`src/pttp_pkg.sv`:
```
// Shared types, widths and constants for the pan/tilt tracking PID unit.
// No dependencies; every other file imports this package.
package pttp_pkg;

	localparam int COORD_BITS     = 12;
	localparam int INTEGRAL_BITS  = 32;
	localparam int GAIN_FRAC_BITS = 12;
	localparam int ANGLE_W        = 9;
	localparam int ANGLE_LIMIT    = 360;
	localparam int ANGLE_RESET    = 180;

	localparam int GAIN_W  = 16;
	localparam int DB_W    = 12;
	localparam int MODE_W  = 8;
	localparam int OP_W    = 2;
	localparam int ERR_W   = COORD_BITS + 2;
	localparam int DERIV_W = ERR_W + 1;

	localparam int PROD_P_W = GAIN_W + ERR_W;
	localparam int PROD_I_W = GAIN_W + INTEGRAL_BITS;
	localparam int PROD_D_W = GAIN_W + DERIV_W;
	localparam int SUM_W    = PROD_I_W + 1;
	localparam int SHIFT    = GAIN_FRAC_BITS + 1;
	localparam int DELTA_W  = SUM_W - SHIFT;
	localparam int STEP_W   = DELTA_W + 1;

	localparam int APB_AW = 5;
	localparam int APB_DW = 32;

	localparam logic [MODE_W-1:0] TRACK_MODE = MODE_W'(1);

	typedef logic [ANGLE_W-1:0]                angle_t;
	typedef logic [COORD_BITS-1:0]             coord_t;
	typedef logic signed [ERR_W-1:0]           err_t;
	typedef logic signed [INTEGRAL_BITS-1:0]   integ_t;
	typedef logic signed [DERIV_W-1:0]         deriv_t;

	typedef enum logic [OP_W-1:0] {
		OP_CENTER = 2'd0,
		OP_ANGLE  = 2'd1,
		OP_MODE   = 2'd2,
		OP_FRAME  = 2'd3
	} op_t;

	typedef enum logic [2:0] {
		REG_KP_PAN   = 3'd0,
		REG_KI_PAN   = 3'd1,
		REG_KD_PAN   = 3'd2,
		REG_KP_TILT  = 3'd3,
		REG_KI_TILT  = 3'd4,
		REG_KD_TILT  = 3'd5,
		REG_DEADBAND = 3'd6
	} reg_idx_t;

	typedef struct packed {
		logic signed [GAIN_W-1:0] kp;
		logic signed [GAIN_W-1:0] ki;
		logic signed [GAIN_W-1:0] kd;
	} gain_t;

	typedef struct packed {
		gain_t            pan;
		gain_t            tilt;
		logic [DB_W-1:0]  deadband;
	} cfg_t;

	// Per-lane control issued by the merge/control logic in the top level
	typedef struct packed {
		logic acc;         // input beat taken this cycle
		logic clr;         // clear integral and last error
		logic upd;         // advance integral and last error
		logic load2;       // stage 1 -> stage 2
		logic load3;       // stage 2 -> stage 3
		logic set_angle;   // stage 3 angle report retires
		logic step_angle;  // stage 3 PID step retires
	} lane_ctl_t;

endpackage

```
`src/pttp_lane.sv`:
```
// One axis of the controller: error, integral and derivative state,
// the three gain products, the scaled PID sum and the angle update.
// Depends on pttp_pkg.
module pttp_lane import pttp_pkg::*; (
	input  logic            clk,
	input  logic            arst_n,
	input  lane_ctl_t       ctl,
	input  gain_t           gain,
	input  coord_t          pos,
	input  coord_t          size,
	input  logic [DB_W-1:0] deadband,
	input  angle_t          report,
	output logic            centred,
	output angle_t          command
);

	integ_t integ_q;
	err_t   last_q;
	angle_t angle_q;

	err_t                       err;
	logic [ERR_W-1:0]           mag;
	logic signed [INTEGRAL_BITS:0] isum;
	integ_t                     integ_next;
	deriv_t                     deriv;

	err_t   err_s1;
	integ_t integ_s1;
	deriv_t deriv_s1;
	angle_t report_s1;

	logic signed [PROD_P_W-1:0] prod_p_s2;
	logic signed [PROD_I_W-1:0] prod_i_s2;
	logic signed [PROD_D_W-1:0] prod_d_s2;
	angle_t                     report_s2;

	logic signed [SUM_W-1:0]    neg_sum;
	logic signed [DELTA_W-1:0]  delta_s3;
	angle_t                     report_s3;
	logic signed [STEP_W-1:0]   step;

	// Error in half-pixels
	assign err     = $signed({1'b0, pos, 1'b0}) - $signed({2'b00, size});
	assign mag     = err[ERR_W-1] ? ERR_W'(-err) : ERR_W'(err);
	assign centred = mag < {1'b0, deadband, 1'b0};

	assign isum  = $signed({integ_q[INTEGRAL_BITS-1], integ_q})
		+ $signed({{(INTEGRAL_BITS+1-ERR_W){err[ERR_W-1]}}, err});
	assign deriv = $signed({err[ERR_W-1], err}) - $signed({last_q[ERR_W-1], last_q});

	always_comb begin
		if (isum[INTEGRAL_BITS] != isum[INTEGRAL_BITS-1])
			integ_next = isum[INTEGRAL_BITS] ? {1'b1, {(INTEGRAL_BITS-1){1'b0}}}
				: {1'b0, {(INTEGRAL_BITS-1){1'b1}}};
		else
			integ_next = isum[INTEGRAL_BITS-1:0];
	end

	always_ff @(posedge clk or negedge arst_n) begin
		if (!arst_n) begin
			integ_q <= '0;
			last_q  <= '0;
		end else if (ctl.clr) begin
			integ_q <= '0;
			last_q  <= '0;
		end else if (ctl.upd) begin
			integ_q <= integ_next;
			last_q  <= err;
		end
	end

	always_ff @(posedge clk) begin
		if (ctl.acc) begin
			err_s1    <= err;
			integ_s1  <= integ_next;
			deriv_s1  <= deriv;
			report_s1 <= report;
		end
		if (ctl.load2) begin
			prod_p_s2 <= gain.kp * err_s1;
			prod_i_s2 <= gain.ki * integ_s1;
			prod_d_s2 <= gain.kd * deriv_s1;
			report_s2 <= report_s1;
		end
		if (ctl.load3) begin
			delta_s3  <= neg_sum[SUM_W-1:SHIFT];
			report_s3 <= report_s2;
		end
	end

	// Negated PID sum; the arithmetic shift floors the angle step
	assign neg_sum = -( $signed({{(SUM_W-PROD_P_W){prod_p_s2[PROD_P_W-1]}}, prod_p_s2})
		+ $signed({{(SUM_W-PROD_I_W){prod_i_s2[PROD_I_W-1]}}, prod_i_s2})
		+ $signed({{(SUM_W-PROD_D_W){prod_d_s2[PROD_D_W-1]}}, prod_d_s2}) );

	assign step = $signed({{(STEP_W-ANGLE_W){1'b0}}, angle_q})
		+ $signed({delta_s3[DELTA_W-1], delta_s3});

	always_comb begin
		if (step[STEP_W-1])
			command = '0;
		else if (step > $signed(STEP_W'(ANGLE_LIMIT)))
			command = ANGLE_W'(ANGLE_LIMIT);
		else
			command = step[ANGLE_W-1:0];
	end

	always_ff @(posedge clk or negedge arst_n) begin
		if (!arst_n)
			angle_q <= ANGLE_W'(ANGLE_RESET);
		else if (ctl.set_angle)
			angle_q <= report_s3;
		else if (ctl.step_angle)
			angle_q <= command;
	end

endmodule

```
`config.mk`:
```
export PLATFORM = sky130hd
export DESIGN_NAME = pttp_lane
export DESIGN_NICKNAME = d
export VERILOG_FILES = /design/src/pttp_pkg.sv /design/src/pttp_lane.sv
export SDC_FILE = /design/constraint.sdc
export NUM_CORES = 2
export LEC_CHECK = 0
export ABC_AREA = 1
export ABC_CLOCK_PERIOD_IN_PS = 13600
export BUFFER_PORTS_ARGS = -buffer_cell sky130_fd_sc_hd__buf_4
export CORE_MARGIN = 3
export CORE_UTILIZATION = 60
export DETAILED_ROUTE_END_ITERATION = 8
export PLACE_DENSITY = 0.74
export SYNTH_ARGS = -nofsm -noshare
export SYNTH_HDL_FRONTEND = slang
export SYNTH_SLANG_ARGS = --single-unit
export TNS_END_PERCENT = 5
```
`constraint.sdc`:
```
create_clock -name clk -period 13.6 [get_ports clk]
set_input_delay 1.36 -clock clk [delete_from_list [all_inputs] [get_ports clk]]
set_output_delay 1.36 -clock clk [all_outputs]
set_load 0.05 [all_outputs]
```
* Word-level counts from Yosys, hierarchy flattened
Cells that the tools add are included.
Operators by class: $add $sub $neg 8, $mul 3, magnitude comparators 2, equal/unequal tests 1, mux-type cells 11, reduce and logical (&&, ||, !) cells 2
Operator list (count):
- $mux W32 | 4
- $add A30 B48 Y49 | 1
- $add A49 B31 Y49 | 1
- $neg A49 Y49 | 1
- $mul A16 B32 Y48 | 1
- $mux W14 | 3
- $add A10 B36 Y37 | 1
- $gt A37 B10 Y1 const B | 1
- $mux W9 | 4
- $add A32 B14 Y33 | 1
- $mul A16 B15 Y31 | 1
- $mul A16 B14 Y30 | 1
- $sub A14 B14 Y15 | 1
- $lt A14 B13 Y1 | 1
- $neg A14 Y14 | 1
- $sub A13 B12 Y14 | 1
- $reduce_bool A2 Y1 | 2
- $ne A1 B1 Y1 | 1
Word-level totals: register bits after elaboration 288, output and inout bits 10, word-level logic and storage cells 40

* Longest topological paths before layout
word-level depth 6, mapped depth 30

* Worst setup path after synthesis
Ideal clock, no wire load.
path kind input -> register, start input port gain[31] (netlist bit), end register prod_i_s2[27] (data pin), setup time 0.265 ns, data arrival time 6.515 ns, slack 6.820 ns, stages 21, path buffers 1, cells stage by stage inv_1 -> clkbuf_1 -> nor2_1 -> fa_1 -> fa_1 -> fa_1 -> fa_1 -> fa_1 -> inv_1 -> fa_1 -> inv_1 -> ha_1 -> nand2_1 -> nor2_1 -> inv_1 -> nor2_1 -> inv_1 -> nor4b_1 -> a21oi_1 -> o21ai_0 -> xor2_1
On the way: longest elaborated chain between the ends 1
Ends and longest elaborated chain:
- from (decl) | RTL line pttp_lane.sv:8 | input gain_t gain,
- $mul A16 B32 Y48 | RTL line pttp_lane.sv:81 | prod_i_s2 <= gain.ki * integ_s1;
- to (signal assigned) | RTL line pttp_lane.sv:81
- to (decl) | RTL line pttp_lane.sv:33 | logic signed [PROD_I_W-1:0] prod_i_s2;
No other way between the ends. A chain may end at the register's enable or synchronous reset.

* Final worst setup path
start input port gain[31] (netlist bit), end register prod_i_s2[42] (data pin)
Same word-level chain as after synthesis.

==> results.rst <==
.. list-table::
   :header-rows: 1

   * - Metric
     - Value
   * - Result of the run
     - completed
   * - Total setup violations reported at the end of the flow
     - 0
   * - Critical path cell sequence
     - buf_4, inv_1, buf_4, or2_2, fa_1, fa_1, inv_1, fa_1, fa_1, fa_1, inv_1, fa_1, inv_1, ha_1, a21oi_1, inv_1, a31oi_1, o21ai_0, nand2_1, o211ai_1, a21oi_1, o31ai_1, xor2_1
   * - First-pass iteration count of the detailed router
     - 6
   * - Area of the die
     - 96700 sq um
   * - Diode count
     - 0
   * - Aggregate routed wire length
     - 143000 um
   * - Fraction of layout cells with a size suffix above 1
     - between 3 and 4%
   * - Worst Setup Start Kind
     - primary input
   * - FILL cells
     - a little under 8000
   * - Number of buffers added by the clock tree synthesis step
     - 37
   * - Design area
     - between 50000 and 60000 sq um
   * - IO Pins
     - 112
   * - Via count
     - approximately 43000
   * - Clock-pin slew on the worst setup and hold paths
     - 0.06 ns
   * - Cell variety after synth
     - 57
   * - Number of clock sinks
     - 288
   * - Setup CP Type
     - primary input to flop
   * - Largest area contributor in the netlist
     - sky130_fd_sc_hd__fa_1
   * - Insertion delay to the later sink of the worst-skew pair
     - 0.57 ns
   * - Die boundary height
     - between 300 and 400 um
   * - Sequential fraction of the synthesis area
     - roughly 15%
   * - Via count of the first global-routing pass
     - roughly 45000
   * - FF-to-FF path depth
     - 18
   * - Level count of the clock H-tree
     - 2
   * - Number of cells traversed by the worst hold path
     - 0
   * - Kind of end point of the critical path
     - flop
   * - Launch point of the worst reg-to-reg path
     - err_s1[2]
   * - Worst-case clock buffer depth
     - 3
   * - Number of cells produced by synthesis
     - approximately 6800
   * - Final worst path period need
     - 7.05 ns
   * - Number of standard cells in the layout, taps in and fillers out
     - 8038
   * - Worst hold path startpoint
     - report_s2[7]
   * - Post-synthesis sequential element count
     - 288
   * - Avg Synthesized Cell Area
     - 8.18 sq um
   * - Crit path max-delay family
     - adder cells
   * - Unrepaired setup endpoints after global routing
     - false
   * - Number of buffers inserted by port buffering
     - 111
   * - Hold/Removal Path Class
     - flop to flop
   * - Final net count
     - 8300
   * - Post-DR wirelength/cell
     - 17.8 um
   * - Net count after synthesis
     - 8351
   * - Die boundary width
     - 311 um
   * - Total gr overflow
     - 0
   * - Number of instances resized during post-cts repair
     - 0
   * - Worst r2r dst
     - prod_p_s2[21]
   * - Final GP Congestion
     - 0.986
   * - Worst R2R Setup Slack
     - 6.67 ns
   * - Core area
     - 91900 sq um
   * - Most common cell after layout, fill and taps aside
     - sky130_fd_sc_hd__inv_1
   * - Worst Path Arrival
     - approximately 7.3 ns
   * - Clock tree from TritonCTS
     - done
   * - Maximum clock skew at final layout
     - 0.0287 ns
   * - Highest-count cells in the layout ignoring fill and taps
     - sky130_fd_sc_hd__inv_1, sky130_fd_sc_hd__nand2_1, sky130_fd_sc_hd__fa_1
   * - Number of enable flip-flop cells after synthesis
     - 233
   * - Number of placed instances, taps included
     - roughly 8000
   * - Transition at the pin with the smallest max-transition slack
     - around 1.1 ns
   * - Cell with the most instances on the worst path
     - sky130_fd_sc_hd__fa_1
   * - Count of standard-cell rows
     - about 110
   * - Top cell type's share of synthesized area
     - 35.6%
   * - Antenna viol nets, final
     - 0
   * - Post-route DRC
     - 0
   * - Crit path buf inv count
     - 7
   * - HPWL reported at the end of detailed placement
     - 118000 um
   * - Slowest cell on crit path
     - sky130_fd_sc_hd__fa_1
   * - Number of warnings issued by yosys
     - 0
   * - Antenna violations before repair
     - 0
   * - First-pass GRT wire length
     - between 200000 and 250000 um
   * - Final TNS setup
     - 0 ns
   * - Detailed Route Iter0 Violations
     - between 3000 and 4000
   * - Count of pins over their slew limit
     - 0
   * - Number of buffers inserted by hold repair at cts
     - 0
   * - Crit-path max FO
     - 33
   * - Count of buffers added by post-CTS timing repair for setup
     - 0
   * - Largest cells by area after synthesis
     - sky130_fd_sc_hd__fa_1, sky130_fd_sc_hd__edfxtp_1, sky130_fd_sc_hd__inv_1
   * - Maximum number of pins on one net before global-route repair
     - 61
   * - Netlist area before placement
     - 55800 sq um
   * - Fin crit share
     - between 50% and 60%
   * - Total placed instance area
     - 57400 sq um
   * - Overall Global Routing Usage
     - 30.3%
   * - Leading register cell type out of synthesis
     - sky130_fd_sc_hd__edfxtp_1
   * - Relative slew slack
     - 28.5%
   * - Average via count per standard cell
     - 5.41
   * - Number of maximum-capacitance violations
     - 0
   * - Number of hold violations in the final report
     - 0
   * - Initial core utilization
     - 60.7%
   * - Proportion of register bits with asynchronous set or reset after synthesis
     - 19.1%
   * - Clock root buffer
     - sky130_fd_sc_hd__clkbuf_16
   * - Worst-case hold path end point
     - report_s3[7]
   * - Area grow syn2layout
     - 5.14%
   * - Critical Path RT
     - 13.89 ns
   * - Max stage delay on crit path
     - between 0.5 and 0.6 ns
   * - Fmax achieved
     - approximately 140 MHz
==> registers in the layout, summed over array words and instances (netlist names) <==
signal / flops
integ_q: 32
deriv_s1: 15
integ_s1: 32
angle_q: 9
prod_i_s2: 48
last_q: 14
prod_d_s2: 31
report_s1: 9
delta_s3: 36
prod_p_s2: 30
err_s1: 14
report_s3: 9
report_s2: 9
==> worst max-delay path by stage <==
stage | start | endpoint | cells past startpoint
global route | gain[31] | prod_i_s2[42] | 22
floorplan | gain[31] | prod_i_s2[27] | 21
CTS | gain[31] | prod_i_s2[47] | 23
detailed placement | gain[31] | prod_i_s2[47] | 23
global placement | gain[31] | prod_i_s2[30] | 21
finish | gain[31] | prod_i_s2[42] | 23
==> worst register-to-register path, delay by kind of cell, from the launching register on <==
family | cells | cell delay (ns)
buffers and inverters | 4 | 0.24
xor gates and xnor gates | 1 | 0.31
and+or+nand+nor | 2 | 0.60
AOI/OAI and AO/OA | 4 | 1.24
DFF | 1 | 0.95
adders and majority gates | 7 | 3.39
==> synth_stat cells (4+ instances only) <==
master	instances
sky130_fd_sc_hd__nor2_4	4
sky130_fd_sc_hd__a22oi_1	9
sky130_fd_sc_hd__nand3_1	129
sky130_fd_sc_hd__inv_1	1851
sky130_fd_sc_hd__or2_2	26
sky130_fd_sc_hd__xor2_1	151
sky130_fd_sc_hd__dfrtp_1	51
sky130_fd_sc_hd__a21o_1	17
sky130_fd_sc_hd__nand3b_1	11
sky130_fd_sc_hd__a21oi_1	251
sky130_fd_sc_hd__nor2_2	13
sky130_fd_sc_hd__o22ai_1	11
sky130_fd_sc_hd__nand2_4	4
sky130_fd_sc_hd__nor3_1	39
sky130_fd_sc_hd__o31ai_1	7
sky130_fd_sc_hd__o21ai_1	7
sky130_fd_sc_hd__nand2_2	18
sky130_fd_sc_hd__nand4_1	50
sky130_fd_sc_hd__o21ai_0	141
sky130_fd_sc_hd__o21a_1	17
sky130_fd_sc_hd__a21boi_0	9
sky130_fd_sc_hd__a211oi_1	5
sky130_fd_sc_hd__nand3_2	4
sky130_fd_sc_hd__o211ai_1	12
sky130_fd_sc_hd__nand2_1	1644
sky130_fd_sc_hd__a31oi_1	44
sky130_fd_sc_hd__buf_4	5
sky130_fd_sc_hd__fa_1	991
sky130_fd_sc_hd__o21bai_1	16
sky130_fd_sc_hd__nor4_1	14
sky130_fd_sc_hd__ha_1	441
sky130_fd_sc_hd__clkbuf_1	202
sky130_fd_sc_hd__nor2_1	276
sky130_fd_sc_hd__dfstp_2	4
sky130_fd_sc_hd__xnor2_1	76
sky130_fd_sc_hd__edfxtp_1	233
sky130_fd_sc_hd__o221ai_1	5
==> metrics by stage <==
| stage | hold WS, ns | utilization (%) | worst slack, ns |
|---|---|---|---|
| finish | 0.417 | 63.8 | 6.55 |
| global route | 0.418 | 63.8 | 6.22 |
| floorplan | 0.400 | - | 6.82 |
| detailed placement | 0.407 | 62.5 | 6.06 |
| CTS | 0.420 | 63.8 | 6.64 |
| global placement | 0.405 | 62.5 | 6.15 |
==> layer usage <==
metal / up-vias / share of wire [%] / track usage (%)
met2: 1791 / 47 / 49.9
met5: - / 0 / 0
met4: 0 / 3.2 / 9.02
li1: 20100 / - / -
met3: 282 / 7.6 / 3.72
met1: 21300 / 42 / 42.6
==> cell type report <==
type	count	area [sq um]	area share [%]
Clock buffer	43	958	1.63
Clock inverter	25	263	0.448
Inverter	1855	6960	11.9
Multi-Input combinational cell	4465	39700	67.6
Sequential cell	288	8380	14.3
Tap cell	1243	1560	2.65
Timing Repair Buffer	119	893	1.52
==> kinds of logic after synthesis <==
kind of cell	count (synthesis)	synth area share, %
AO/OA/AOI/OAI	567	5.78
XOR/XNOR	228	3.59
adder cells (fa/ha/maj)	1432	45.4
buffers and inverters	2064	13.9
flip-flops	288	15.0
AND/OR/NAND/NOR	2238	16.2
Power is not shown: default switching activity piles up to over one toggle a cycle in this logic, so the estimate is an artifact.
