`src/pttp_pkg.sv`:
```
// Shared types, widths and constants for the pan/tilt tracking PID unit.
// No dependencies; every other file imports this package.
package pttp_pkg;

	localparam int COORD_BITS     = 12;
	localparam int INTEGRAL_BITS  = 32;
	localparam int GAIN_FRAC_BITS = 12;
	localparam int ANGLE_W        = 9;
	localparam int ANGLE_LIMIT    = 360;
	localparam int ANGLE_RESET    = 180;

	localparam int GAIN_W  = 16;
	localparam int DB_W    = 12;
	localparam int MODE_W  = 8;
	localparam int OP_W    = 2;
	localparam int ERR_W   = COORD_BITS + 2;
	localparam int DERIV_W = ERR_W + 1;

	localparam int PROD_P_W = GAIN_W + ERR_W;
	localparam int PROD_I_W = GAIN_W + INTEGRAL_BITS;
	localparam int PROD_D_W = GAIN_W + DERIV_W;
	localparam int SUM_W    = PROD_I_W + 1;
	localparam int SHIFT    = GAIN_FRAC_BITS + 1;
	localparam int DELTA_W  = SUM_W - SHIFT;
	localparam int STEP_W   = DELTA_W + 1;

	localparam int APB_AW = 5;
	localparam int APB_DW = 32;

	localparam logic [MODE_W-1:0] TRACK_MODE = MODE_W'(1);

	typedef logic [ANGLE_W-1:0]                angle_t;
	typedef logic [COORD_BITS-1:0]             coord_t;
	typedef logic signed [ERR_W-1:0]           err_t;
	typedef logic signed [INTEGRAL_BITS-1:0]   integ_t;
	typedef logic signed [DERIV_W-1:0]         deriv_t;

	typedef enum logic [OP_W-1:0] {
		OP_CENTER = 2'd0,
		OP_ANGLE  = 2'd1,
		OP_MODE   = 2'd2,
		OP_FRAME  = 2'd3
	} op_t;

	typedef enum logic [2:0] {
		REG_KP_PAN   = 3'd0,
		REG_KI_PAN   = 3'd1,
		REG_KD_PAN   = 3'd2,
		REG_KP_TILT  = 3'd3,
		REG_KI_TILT  = 3'd4,
		REG_KD_TILT  = 3'd5,
		REG_DEADBAND = 3'd6
	} reg_idx_t;

	typedef struct packed {
		logic signed [GAIN_W-1:0] kp;
		logic signed [GAIN_W-1:0] ki;
		logic signed [GAIN_W-1:0] kd;
	} gain_t;

	typedef struct packed {
		gain_t            pan;
		gain_t            tilt;
		logic [DB_W-1:0]  deadband;
	} cfg_t;

	// Per-lane control issued by the merge/control logic in the top level
	typedef struct packed {
		logic acc;         // input beat taken this cycle
		logic clr;         // clear integral and last error
		logic upd;         // advance integral and last error
		logic load2;       // stage 1 -> stage 2
		logic load3;       // stage 2 -> stage 3
		logic set_angle;   // stage 3 angle report retires
		logic step_angle;  // stage 3 PID step retires
	} lane_ctl_t;

endpackage

```
`src/pttp_cfg.sv`:
```
// APB register file holding the PID gains and the deadband.
// Depends on pttp_pkg.
module pttp_cfg import pttp_pkg::*; (
	input  logic              clk,
	input  logic              arst_n,
	input  logic              psel,
	input  logic              penable,
	input  logic              pwrite,
	input  logic [APB_AW-1:0] paddr,
	input  logic [APB_DW-1:0] pwdata,
	output logic [APB_DW-1:0] prdata,
	output logic              pready,
	output cfg_t              cfg
);

	cfg_t     cfg_q;
	reg_idx_t idx;
	logic     wr;

	assign idx    = reg_idx_t'(paddr[APB_AW-1:2]);
	assign wr     = psel && penable && pwrite;
	assign pready = 1'b1;
	assign cfg    = cfg_q;

	always_ff @(posedge clk or negedge arst_n) begin
		if (!arst_n) begin
			cfg_q.pan.kp   <= GAIN_W'(410);
			cfg_q.pan.ki   <= '0;
			cfg_q.pan.kd   <= '0;
			cfg_q.tilt.kp  <= GAIN_W'(410);
			cfg_q.tilt.ki  <= '0;
			cfg_q.tilt.kd  <= '0;
			cfg_q.deadband <= DB_W'(5);
		end else if (wr) begin
			unique case (idx)
				REG_KP_PAN:   cfg_q.pan.kp   <= pwdata[GAIN_W-1:0];
				REG_KI_PAN:   cfg_q.pan.ki   <= pwdata[GAIN_W-1:0];
				REG_KD_PAN:   cfg_q.pan.kd   <= pwdata[GAIN_W-1:0];
				REG_KP_TILT:  cfg_q.tilt.kp  <= pwdata[GAIN_W-1:0];
				REG_KI_TILT:  cfg_q.tilt.ki  <= pwdata[GAIN_W-1:0];
				REG_KD_TILT:  cfg_q.tilt.kd  <= pwdata[GAIN_W-1:0];
				REG_DEADBAND: cfg_q.deadband <= pwdata[DB_W-1:0];
				default: ;
			endcase
		end
	end

	always_comb begin
		unique case (idx)
			REG_KP_PAN:   prdata = APB_DW'(cfg_q.pan.kp);
			REG_KI_PAN:   prdata = APB_DW'(cfg_q.pan.ki);
			REG_KD_PAN:   prdata = APB_DW'(cfg_q.pan.kd);
			REG_KP_TILT:  prdata = APB_DW'(cfg_q.tilt.kp);
			REG_KI_TILT:  prdata = APB_DW'(cfg_q.tilt.ki);
			REG_KD_TILT:  prdata = APB_DW'(cfg_q.tilt.kd);
			REG_DEADBAND: prdata = APB_DW'(cfg_q.deadband);
			default:      prdata = '0;
		endcase
	end

endmodule

```
`config.mk`:
```
export PLATFORM = sky130hd
export DESIGN_NAME = pttp_cfg
export DESIGN_NICKNAME = d
export VERILOG_FILES = /design/src/pttp_pkg.sv /design/src/pttp_cfg.sv
export SDC_FILE = /design/constraint.sdc
export NUM_CORES = 1
export LEC_CHECK = 0
export CAP_MARGIN = 20
export CORE_AREA = 3 3 125 151
export DETAILED_ROUTE_END_ITERATION = 16
export DIE_AREA = 0 0 128 154
export DONT_BUFFER_PORTS = 1
export MAX_ROUTING_LAYER = met4
export PLACE_DENSITY = 0.46
export SLEW_MARGIN = 20
export SYNTH_ARGS = -nofsm -noshare
export SYNTH_HDL_FRONTEND = slang
export SYNTH_SLANG_ARGS = --single-unit
```
`constraint.sdc`:
```
create_clock -name clk -period 3.8 [get_ports clk]
set_input_delay 0.57 -clock clk [delete_from_list [all_inputs] [get_ports clk]]
set_output_delay 0.57 -clock clk [all_outputs]
set_load 0.01 [all_outputs]
```
; Word level (Yosys, flattened, before mapping)
; Cells that the tools add are included.
; W data, S select, Z words.
[word_totals]
regBits = 108
in_bits = 42
output_inout_bits = 141
word_cells = 24
[classes]
n_eq_ne = 6
muxes = 1
reduce_logical = 10
[op_table]
columns = operator, n
row1 = $pmux W32 S7, 1
row2 = $reduce_and A2 Y1, 7
row3 = $eq A3 B3 Y1 const B, 3
row4 = $eq A3 B2 Y1 const B, 2
row5 = $eq A3 B1 Y1 const B, 1
row6 = $logic_not A3 Y1, 1
row7 = $logic_and A1 B1 Y1, 2

; Logic depth before layout (Yosys ltp)
; Gate-level depths: netlist of the first run.
[depth]
word_depth = 3
ltp_mapped = 6
depth_no_buf = 3

; Least setup slack after synthesis of the first run
; OpenSTA, ideal clock, no wires.
[synth_path]
path_type = input-to-output
from = input paddr[2]
to = output prdata[16]
t_arrival_ns = 1.882
t_required_ns = 3.230
setup_slack_ns = 1.348
cell_stages = 5
path_buffers = 3
cell_sequence = buf_2 > clkbuf_1 > nor2_1 > a221o_1 > buf_4
[synth_between]
elab_chain_len = 2
word_cells_on_any_way = 8
cone_classes = 6 x eq/ne / 1 x mux / 1 x reduce/logical
[synth_lines]
columns = item, line_no
row1 = "start, declared", pttp_cfg.sv:9  ; input logic [APB_AW-1:0] paddr,
row2 = $eq A3 B3 Y1 (tied with other cells), pttp_cfg.sv:49  ; unique case (idx)
row3 = $pmux W32 S7 (*), pttp_cfg.sv:49
row4 = "end, declared", pttp_cfg.sv:11  ; output logic [APB_DW-1:0] prdata,
; Mark *: on every way between the ends. The rest lies on a longest branch, timed or not.

; Final worst setup path of the first run
[layout_path]
from = input paddr[3]
to = output prdata[28]
; The elaborated chain is that of the path after synthesis.

==> results of run 1 <==
layout make-up:
type,count,area (µm²),share of cell area [%]
Timing Repair Buffer,9,87.58,1.570
Clock inverter,6,48.80,0.8748
Inverter,3,11.26,0.2019
Multi-Input combinational cell,223,2198,39.41
Sequential cell,108,2718,48.72
Tap cell,220,275.3,4.935
Clock buffer,10,239.0,4.284
routing by layer:
metal	GRT usage, %	vias up
li1	-	1328
met1	20.98	1630
met2	26.41	109
met3	4.552	20
met4	5.056	0
met5	-	-
through the flow:
step	instances	setup slack [ns]	utilization (%)
finish	579	1.008	31.86
CTS	579	0.9393	31.86
detailed placement	562	0.8807	30.06
global route	579	0.8612	31.86
floorplan	374	1.348	-
global placement	562	0.9069	30.05
worst max-delay path, cell delays in order:
cell                       delay, ns
sky130_fd_sc_hd__nand2b_1       0.66
sky130_fd_sc_hd__nor2_1         0.21
sky130_fd_sc_hd__a221o_2        0.44
sky130_fd_sc_hd__buf_4          0.30
power by group:
group          switching [mW]  leakage, nW  total, mW  internal, mW
sequential              0.339         1.35       1.73          1.39
clock                   0.447        0.131      0.915         0.468
combinational           0.187        0.973      0.440         0.253
total                   0.974         2.46       3.09          2.11
cells by family (layout without fill, tap and decap cells):
kind of cell | Yosys count | count (layout) | share of synthesized area (%)
AOI/OAI and AO/OA | 42 | 42 | 6.270
buffers and inverters | 43 | 28 | 5.401
and+or+nand+nor | 31 | 31 | 4.147
muxes | 149 | 149 | 31.73
other | 1 | 1 | 0.07227
DFF | 108 | 108 | 52.38
final timing paths:
path,slack (ns),endpoint,depth (start not counted)
max,1.01,prdata[28],4
min,0.06,cfg[2]$_DFFE_PN1P_,0
max reg2reg,2.93,cfg[40]$_DFFE_PN0P_,1
min reg2reg,0.60,cfg[78]$_DFFE_PN0P_,1
max in group asynchronous,3.26,cfg[1]$_DFFE_PN0P_,1
min in group clk,0.36,cfg[84]$_DFFE_PN0P_,1
placed cells by master (no fill, tap or decap), types with 2 or more instances in the layout:
cell type,netlist,layout
sky130_fd_sc_hd__a211o_1,7,7
sky130_fd_sc_hd__a21boi_0,7,7
sky130_fd_sc_hd__a21oi_1,4,4
sky130_fd_sc_hd__a31oi_1,3,3
sky130_fd_sc_hd__and3b_1,3,3
sky130_fd_sc_hd__and4b_1,3,3
sky130_fd_sc_hd__buf_4,21,8
sky130_fd_sc_hd__clkbuf_16,0,9
sky130_fd_sc_hd__clkinv_4,0,2
sky130_fd_sc_hd__clkinvlp_4,0,3
sky130_fd_sc_hd__dfrtp_1,96,96
sky130_fd_sc_hd__dfstp_2,12,12
sky130_fd_sc_hd__inv_1,3,3
sky130_fd_sc_hd__mux2_2,114,114
sky130_fd_sc_hd__mux2i_1,34,34
sky130_fd_sc_hd__nand2_1,4,4
sky130_fd_sc_hd__nand2b_1,2,2
sky130_fd_sc_hd__nand3_1,2,2
sky130_fd_sc_hd__nor2_1,3,3
sky130_fd_sc_hd__nor2_2,4,4
sky130_fd_sc_hd__nor2b_1,3,3
sky130_fd_sc_hd__o211ai_1,3,3
sky130_fd_sc_hd__o21ai_0,2,2
sky130_fd_sc_hd__o221ai_1,10,10
sky130_fd_sc_hd__or3_1,4,3
repair_timing:
action / in CTS / in global routing
buffers inserted: 0 / 0
hold endpoints to repair: 96 / 0
hold buffers: 1 / 0
==> summary by stage, run 1 <==
Run status
The run finished with clean final reports.

Clock tree
Post-CTS repair changed the size of 0 cells. The worst-case clock buffer depth is 2. The clock tree from TritonCTS is built.

CTS placed an instance of sky130_fd_sc_hd__clkbuf_16 at the clock tree root. TritonCTS created 9 clock buffers. The clock drives 108 sinks. The H-tree was split into 3 levels. The clock-pin slew on the worst setup and hold paths is around 0.07 ns. For the worst-skew pair, the clock arrives at the later sink with an insertion delay of 0.34 ns.

Critical path
The element type at the critical path start is an input pin. The arrival time of the worst setup path is around 2.2 ns. In this run the critical register-to-register path is launched from cfg[40]$_DFFE_PN0P_. Data on the critical path is required at its endpoint by 3.23 ns. The critical path in this run is classified as input pin to primary output.

The maximum net fanout on the critical path is 42. The element type at the critical path end is a primary output. The critical path starts at paddr[3].

STA
The post-route minimum period is 2.792 ns. For the pin with the worst max-slew slack, the measured transition is 0.8502 ns. The final worst-path cycle share is 73.48%.

The setup clock skew after layout is 0 ns. The worst slew margin relative to its limit is a little over two fifths. The number of max-slew violations in the final report was 0. The top achievable clock speed is around 360 MHz. Setup repair after global routing left no endpoint under its margin. Setup total negative slack on the finished layout was measured at 0 ns. The tightest hold path in the finished design has a slack of 0.05828 ns. The number of hold-slack violations in the final timing report is 0. The number of setup violations in the final report is 0.

Synthesis
For this run, the leading register cell type out of synthesis is sky130_fd_sc_hd__dfrtp_1. The synthesized design spends more area on one cell type than any other, namely sky130_fd_sc_hd__dfrtp_1. The synthesized flop and latch total is 108. The mean instance size in the synthesized netlist is approximately 14 µm².

The async set-reset flop share out of synthesis is 100.0%. sky130_fd_sc_hd__mux2_2 is the most common cell in the netlist. In the post-synthesis netlist, the biggest area contributors are sky130_fd_sc_hd__dfrtp_1 46%, sky130_fd_sc_hd__mux2_2 25%, sky130_fd_sc_hd__mux2i_1 6.6%. For this run, the number of Yosys warnings is 0. The number of enable flip-flop cells after synthesis is 0.

The top cell type by area accounts for 46.30% of the synthesized area. Sorting the synthesized cells by how often they occur yields 114 x sky130_fd_sc_hd__mux2_2, 96 x sky130_fd_sc_hd__dfrtp_1, 34 x sky130_fd_sc_hd__mux2i_1, 21 x sky130_fd_sc_hd__buf_4, 12 x sky130_fd_sc_hd__dfstp_2. Counting every net in the synthesized netlist gives 416. The number of unique standard cell types used by synthesis is 36. In the synthesized netlist, the number of instances is 374.

The total standard cell area after synthesis is ~5200 µm². The share of synthesized area occupied by flip-flops and latches is 52.38%.

Die
The core area is 17510 µm². The horizontal extent of the die is 128 µm. The floorplan has 53 rows. The die is ~150 µm tall.

For this configuration, the core starts out at a cell density of between 20% and 30%. The die covers 19710 µm². between 150 and 200 I/O pins were placed.

GRT
The number of antenna violations at the first check in global routing was 0. The number of global-route vias before repair was ~3400. Entering global routing, the biggest net connects 97 pins.

The first global-routing pass estimated roughly 24 mm of wire. For this run the aggregate overflow at the end of global routing stands at 0. Across every metal layer, demand over resource in global routing totals between 10% and 20%.

Pwr
The total power divided by cell area is approximately 550 nW/µm². Power comes to 3.087 mW. VDD sags by at most 0.0002101 V. Summed over all cells, the static leakage comes to 2.457 nW.

Placement
The half-perimeter wire length after placement is between 10 and 15 mm. The post-place instance area is roughly 5300 µm². The routability congestion estimate is ~0.74.

Input and output buffers added on the ports amount to 0.

Detailed routing
The ratio of routed vias to standard cells is 5.332. The detailed router put a total of between 6 and 7 mm of wire on met1. The mean routed wirelength per cell is approximately 27 µm. The remaining antenna violation count after routing is 0. In this run the top signal layer used is met4. The pre-antenna-repair detailed-routing pass consisted of 4 iterations. After the first detailed-routing iteration, the DRC count stood at 84.

The routed wire length is ~15 mm. The total vias in the final route is 3087. The remaining design rule violation count is 0. In the detailed route, the total length drawn on met2 is about 7.7 mm.

In the detailed route, the total length drawn on met3 is between 800 and 900 µm.

Cells and area
Compared with the post-synthesis result, the final layout area differs by 7.499%. The post-route netlist has between 40% and 50% of its cells at a drive strength greater than 1. The number of filler instances in the final layout is between 1500 and 2000.

The total non-filler cell area in the finished layout is between 5000 and 6000 µm². The flip-flop count of the largest register after layout is 108. The number of nets in the layout is just under 400. The total inserted antenna cells is 0.

Run
The number of maximum-capacitance constraint violations is 0.

Min path
In this run the worst hold path is classified as input pin to asynchronous set/reset pin.
Power figures use the tool's default switching activity.
==> run 2, diff against run 1 <==
--- a/config.mk
+++ b/config.mk
@@ -5,10 +5,11 @@
 export SDC_FILE = /design/constraint.sdc
 export NUM_CORES = 1
 export LEC_CHECK = 0
+export ABC_AREA = 1
 export CAP_MARGIN = 20
-export CORE_AREA = 3 3 125 151
+export CORE_AREA = 3 3 129 156
 export DETAILED_ROUTE_END_ITERATION = 16
-export DIE_AREA = 0 0 128 154
+export DIE_AREA = 0 0 132 159
 export DONT_BUFFER_PORTS = 1
 export MAX_ROUTING_LAYER = met4
 export PLACE_DENSITY = 0.46
==> constraint.sdc (replaced) <==
create_clock -name clk -period 2.6 [get_ports clk]
set_input_delay 0.39 -clock clk [delete_from_list [all_inputs] [get_ports clk]]
set_output_delay 0.39 -clock clk [all_outputs]
set_load 0.01 [all_outputs]
==> run 2 against run 1 <==
  * The flow now finishes with violations (negative hold slack)
  * Worst hold slack lost 0.33 ns
  * Sequential power grew 46%
  * Critical endpoint is now prdata[3]
  * Sequential share of layout area shrank 2.6 points
  * Routed wire length grew 23%
  * Clock power grew 53%
  * Highest routed layer unchanged
  * Die area grew 6.5%
  * Worst setup slack lost 0.37 ns
  * Utilization shrank 0.49 points
  * Critical path type unchanged
  * Register-to-register slack lost 1.2 ns
==> summary by stage, run 2 <==
STA
The worst hold margin is -0.2684 ns (-0.3267 ns). The post-route setup TNS is 0 ns (unchanged). Dividing the final minimum period by the clock period gives 75.63%. The worst slew margin relative to its limit is 54.51% (+11 points). Setup repair after global routing left no endpoint under its margin.

The top achievable clock speed is approximately 510 MHz. The slew at the pin closest to its max-slew limit is 0.6816 ns (-0.1687 ns). The number of setup violations in the final report is 0 (unchanged).

The number of max-slew violations in the final report was 0 (unchanged). The setup clock skew after layout is 0 ns (unchanged). The number of hold-slack violations in the final timing report is 108 (+108). The routed design could run at a clock period as short as between 1.5 and 2 ns.

GRT
The number of antenna violations at the first check in global routing is 0 (unchanged). The largest net degree at the start of global routing was 109 (+12%). The overall routing resource usage is 18.59% (+1.9 points). The global-route wire length before repair is 29.55 mm (+26%). The total overflow reported by the global router was 0 (unchanged). The number of global-route vias before repair is 4564 (+35%).

Cells and area
The library cells used most frequently in the layout, excluding fill and tap cells, are 250 x sky130_fd_sc_hd__nand2_1, 96 x sky130_fd_sc_hd__o21ai_0, 96 x sky130_fd_sc_hd__dfrtp_1. The number of filler instances in the final layout is 1924 (+7.8%). The total inserted antenna cells is 0 (unchanged).

The library cell used most frequently in the layout, excluding fill and tap cells, is sky130_fd_sc_hd__nand2_1. The fraction of layout cells with a size suffix above 1 was 7.806% (-37 points). The flip-flop count of the largest register after layout is 108 (unchanged). The number of nets in the layout is 716 (+81%). The post-layout utilization of the core is 31.38% (-0.49 points). The area growth from synthesis to layout is 5.841%.

Synthesis
The share of synthesized area occupied by flip-flops and latches is 48.80% (-3.6 points). The total standard cell area after synthesis is 5569 µm² (+7.3%). The post-synthesis cell type with the largest combined area is sky130_fd_sc_hd__dfrtp_1. Ranked by total cell area, the synthesized netlist is headed by sky130_fd_sc_hd__dfrtp_1 43%, sky130_fd_sc_hd__nand2_1 17%, sky130_fd_sc_hd__o21ai_0 8.6%.

The mean instance size in the synthesized netlist is 7.692 µm² (-45%). Sorting the synthesized cells by how often they occur yields 251 x sky130_fd_sc_hd__nand2_1, 96 x sky130_fd_sc_hd__dfrtp_1, 96 x sky130_fd_sc_hd__o21ai_0, 56 x sky130_fd_sc_hd__nand4_1, 41 x sky130_fd_sc_hd__nand3_1. The number of cells produced by synthesis was 724 (+94%). The most common cell in the netlist is sky130_fd_sc_hd__nand2_1. The count of synthesis-stage warnings from yosys is 0 (unchanged). The synthesized flop and latch total is 108 (unchanged). The number of enable flip-flop cells after synthesis is 0 (unchanged).

The dominant synthesized flop cell is sky130_fd_sc_hd__dfrtp_1. The number of unique standard cell types used by synthesis is 23 (-36%). The fraction of synthesized cell area taken by the top area cell type is 43.14% (-3.2 points). The net count after synthesis was 766 (+84%). The async set-reset flop share out of synthesis came to 100.0% (unchanged).

Detailed routing
The ratio of routed vias to standard cells is 5.127 (-3.8%). The DRC violation total after the first TritonRoute iteration is 403 (+380%). The routed wire length came to 19.09 mm (+23%). The remaining antenna violation count after routing is 0 (unchanged). The total vias in the final route came to 4794 (+55%). The remaining design rule violation count is 0 (unchanged). The number of iterations in the first detailed-routing pass is 5 (+1). The mean routed wirelength per cell is 20.42 µm (-24%).

Run
The number of maximum-capacitance constraint violations is 0 (unchanged).

Clock tree
The total clock buffers created by CTS is 9 (unchanged). The worst-case clock buffer depth is 2 (unchanged). The clock sink count is 108 (unchanged).

The master cell of the clock root buffer is sky130_fd_sc_hd__clkbuf_16. The number of buffers inserted to repair setup after CTS is 0 (unchanged). The number of H-tree levels is 3 (unchanged). The number of gates resized after CTS came to 0 (unchanged). The clock-pin slew on the worst setup and hold paths is 0.07 ns (about the same). The worst-skew pair later-pin latency was 0.35 ns (about the same). The clock tree from TritonCTS is built.

Pwr
The worst IR drop on VDD is 0.0002716 V (+29%). The sequential fraction of design power is 56.3% (+0.2 points). The net switching power is 1.531 mW (+57%).

The switching power as a share of total power is 34.09% (+2.6 points). The design internal power came to 2.960 mW (+40%). The leakage power total is 2.924 nW (+19%). The clock share of power is 31.2% (+1.6 points).

The total power divided by cell area is 761.9 nW/µm² (+38%). The combinational power share is 12.4% (-1.9 points).

Critical path
The cell with the largest stage delay on the worst path is sky130_fd_sc_hd__nand2_1. The maximum net fanout on the critical path came to 48 (+14%). The arrival time of the worst setup path was 1.58 ns (-0.64 ns). The maximum cell stage delay along the critical path is 0.41 ns (-0.25 ns). Walking the worst path, the cells encountered are inv_2, nand2_1, nor2_1, nor2_1, nand2_1. STA classifies the critical path startpoint as an input pin. The number of buffers and inverters on the critical path is 1 (unchanged). STA classifies the critical path endpoint as a primary output. The type of the setup path with the least slack is input pin to primary output.

The required time of the critical path is 2.21 ns (-1.02 ns). On the critical path the largest part of the delay comes from simple AND/OR/NAND/NOR gates.

Min path
The tightest min-delay check is of the input pin to asynchronous set/reset pin type.

Run status
The final reports fail on negative hold slack. The flow ran to the end, but the final reports show violations.

Die
The boundary pin count is 183 (unchanged). The total number of placement rows is 55 (+3.8%). The area of the die is 20990 µm² (+6.5%). The die span in y was 159 µm (+3.2%).

The horizontal extent of the die is 132 µm (+3.1%). The core area is 18790 µm² (+7.3%). The initial cell density of the core is 29.64% (about the same).

Placement
The half-perimeter wire length after placement is 13.50 mm (+33%). The count of input and output buffers is 0 (unchanged). The routability congestion estimate is 0.8767 (+18%).
[run 2: worst paths after layout]
path | startpoint | end | slack, ns | cells past startpoint
worst max-delay path | paddr[4] | prdata[3] | 0.63 | 5
worst min-delay path | arst_n | cfg[68]$_DFFE_PN0P_ | -0.27 | 0
worst max register to register | cfg[52]$_DFFE_PN1P_ | cfg[52]$_DFFE_PN1P_ | 1.75 | 2
worst min register to register | cfg[93]$_DFFE_PN1P_ | cfg[93]$_DFFE_PN1P_ | 0.52 | 2
max in group asynchronous | arst_n | cfg[95]$_DFFE_PN1P_ | 2.59 | 0
min in group clk | pwdata[1] | cfg[45]$_DFFE_PN1P_ | 0.13 | 2
[run 2: power groups by stage]
stage                     Combinational (mW)  Sequential [mW]  Clock (mW)
final                                  0.558             2.53        1.40
after global routing                   0.658             2.59        1.52
after CTS                              0.562             2.55        1.45
after detailed placement               0.561             2.58           0
after global placement                 0.541             2.57           0
after floorplan                        0.534             2.40           0
[run 2: area by class of cell]
class	instances	area [µm²]	area share, %
Sequential cell	108	2718	46.10
Multi-Input combinational cell	511	2333	39.59
Tap cell	256	320.3	5.434
Clock buffer	10	229.0	3.885
Inverter	37	143.9	2.441
Timing Repair Buffer	7	77.57	1.316
Clock inverter	6	72.57	1.231
[run 2: through the flow]
step           instances  power [mW]  setup slack [ns]  cell area, µm²  hold WS (ns)
2_1_floorplan        724       2.936            0.5446            5569       0.09441
5_1_grt              935       4.764            0.4873            5894       -0.2928
3_5_place_dp         919       3.138            0.4731            5593       0.09631
3_3_place_gp         919       3.111            0.5407            5593       0.09706
6_report             935       4.491            0.6336            5894       -0.2684
4_1_cts              935       4.554            0.6083            5894       -0.2828
[run 2: cell families (layout without fill, tap and decap cells)]
| group | Yosys count | after routing | synth area share, % |
|---|---|---|---|
| AOI/OAI and AO/OA | 108 | 108 | 9.706 |
| buffers and inverters | 105 | 60 | 9.346 |
| DFF | 108 | 108 | 48.80 |
| other | 1 | 1 | 0.06734 |
| and+or+nand+nor | 402 | 402 | 32.08 |
[run 2: layer usage]
| metal | global-route usage (%) | wire length (µm) | up-vias |
|---|---|---|---|
| met3 | 8.217 | 2437 | 30 |
| met1 | 23.11 | 7665 | 2261 |
| met5 | - | 0 | - |
| met2 | 27.33 | 8539 | 246 |
| li1 | - | - | 2257 |
| met4 | 5.635 | 448 | 0 |
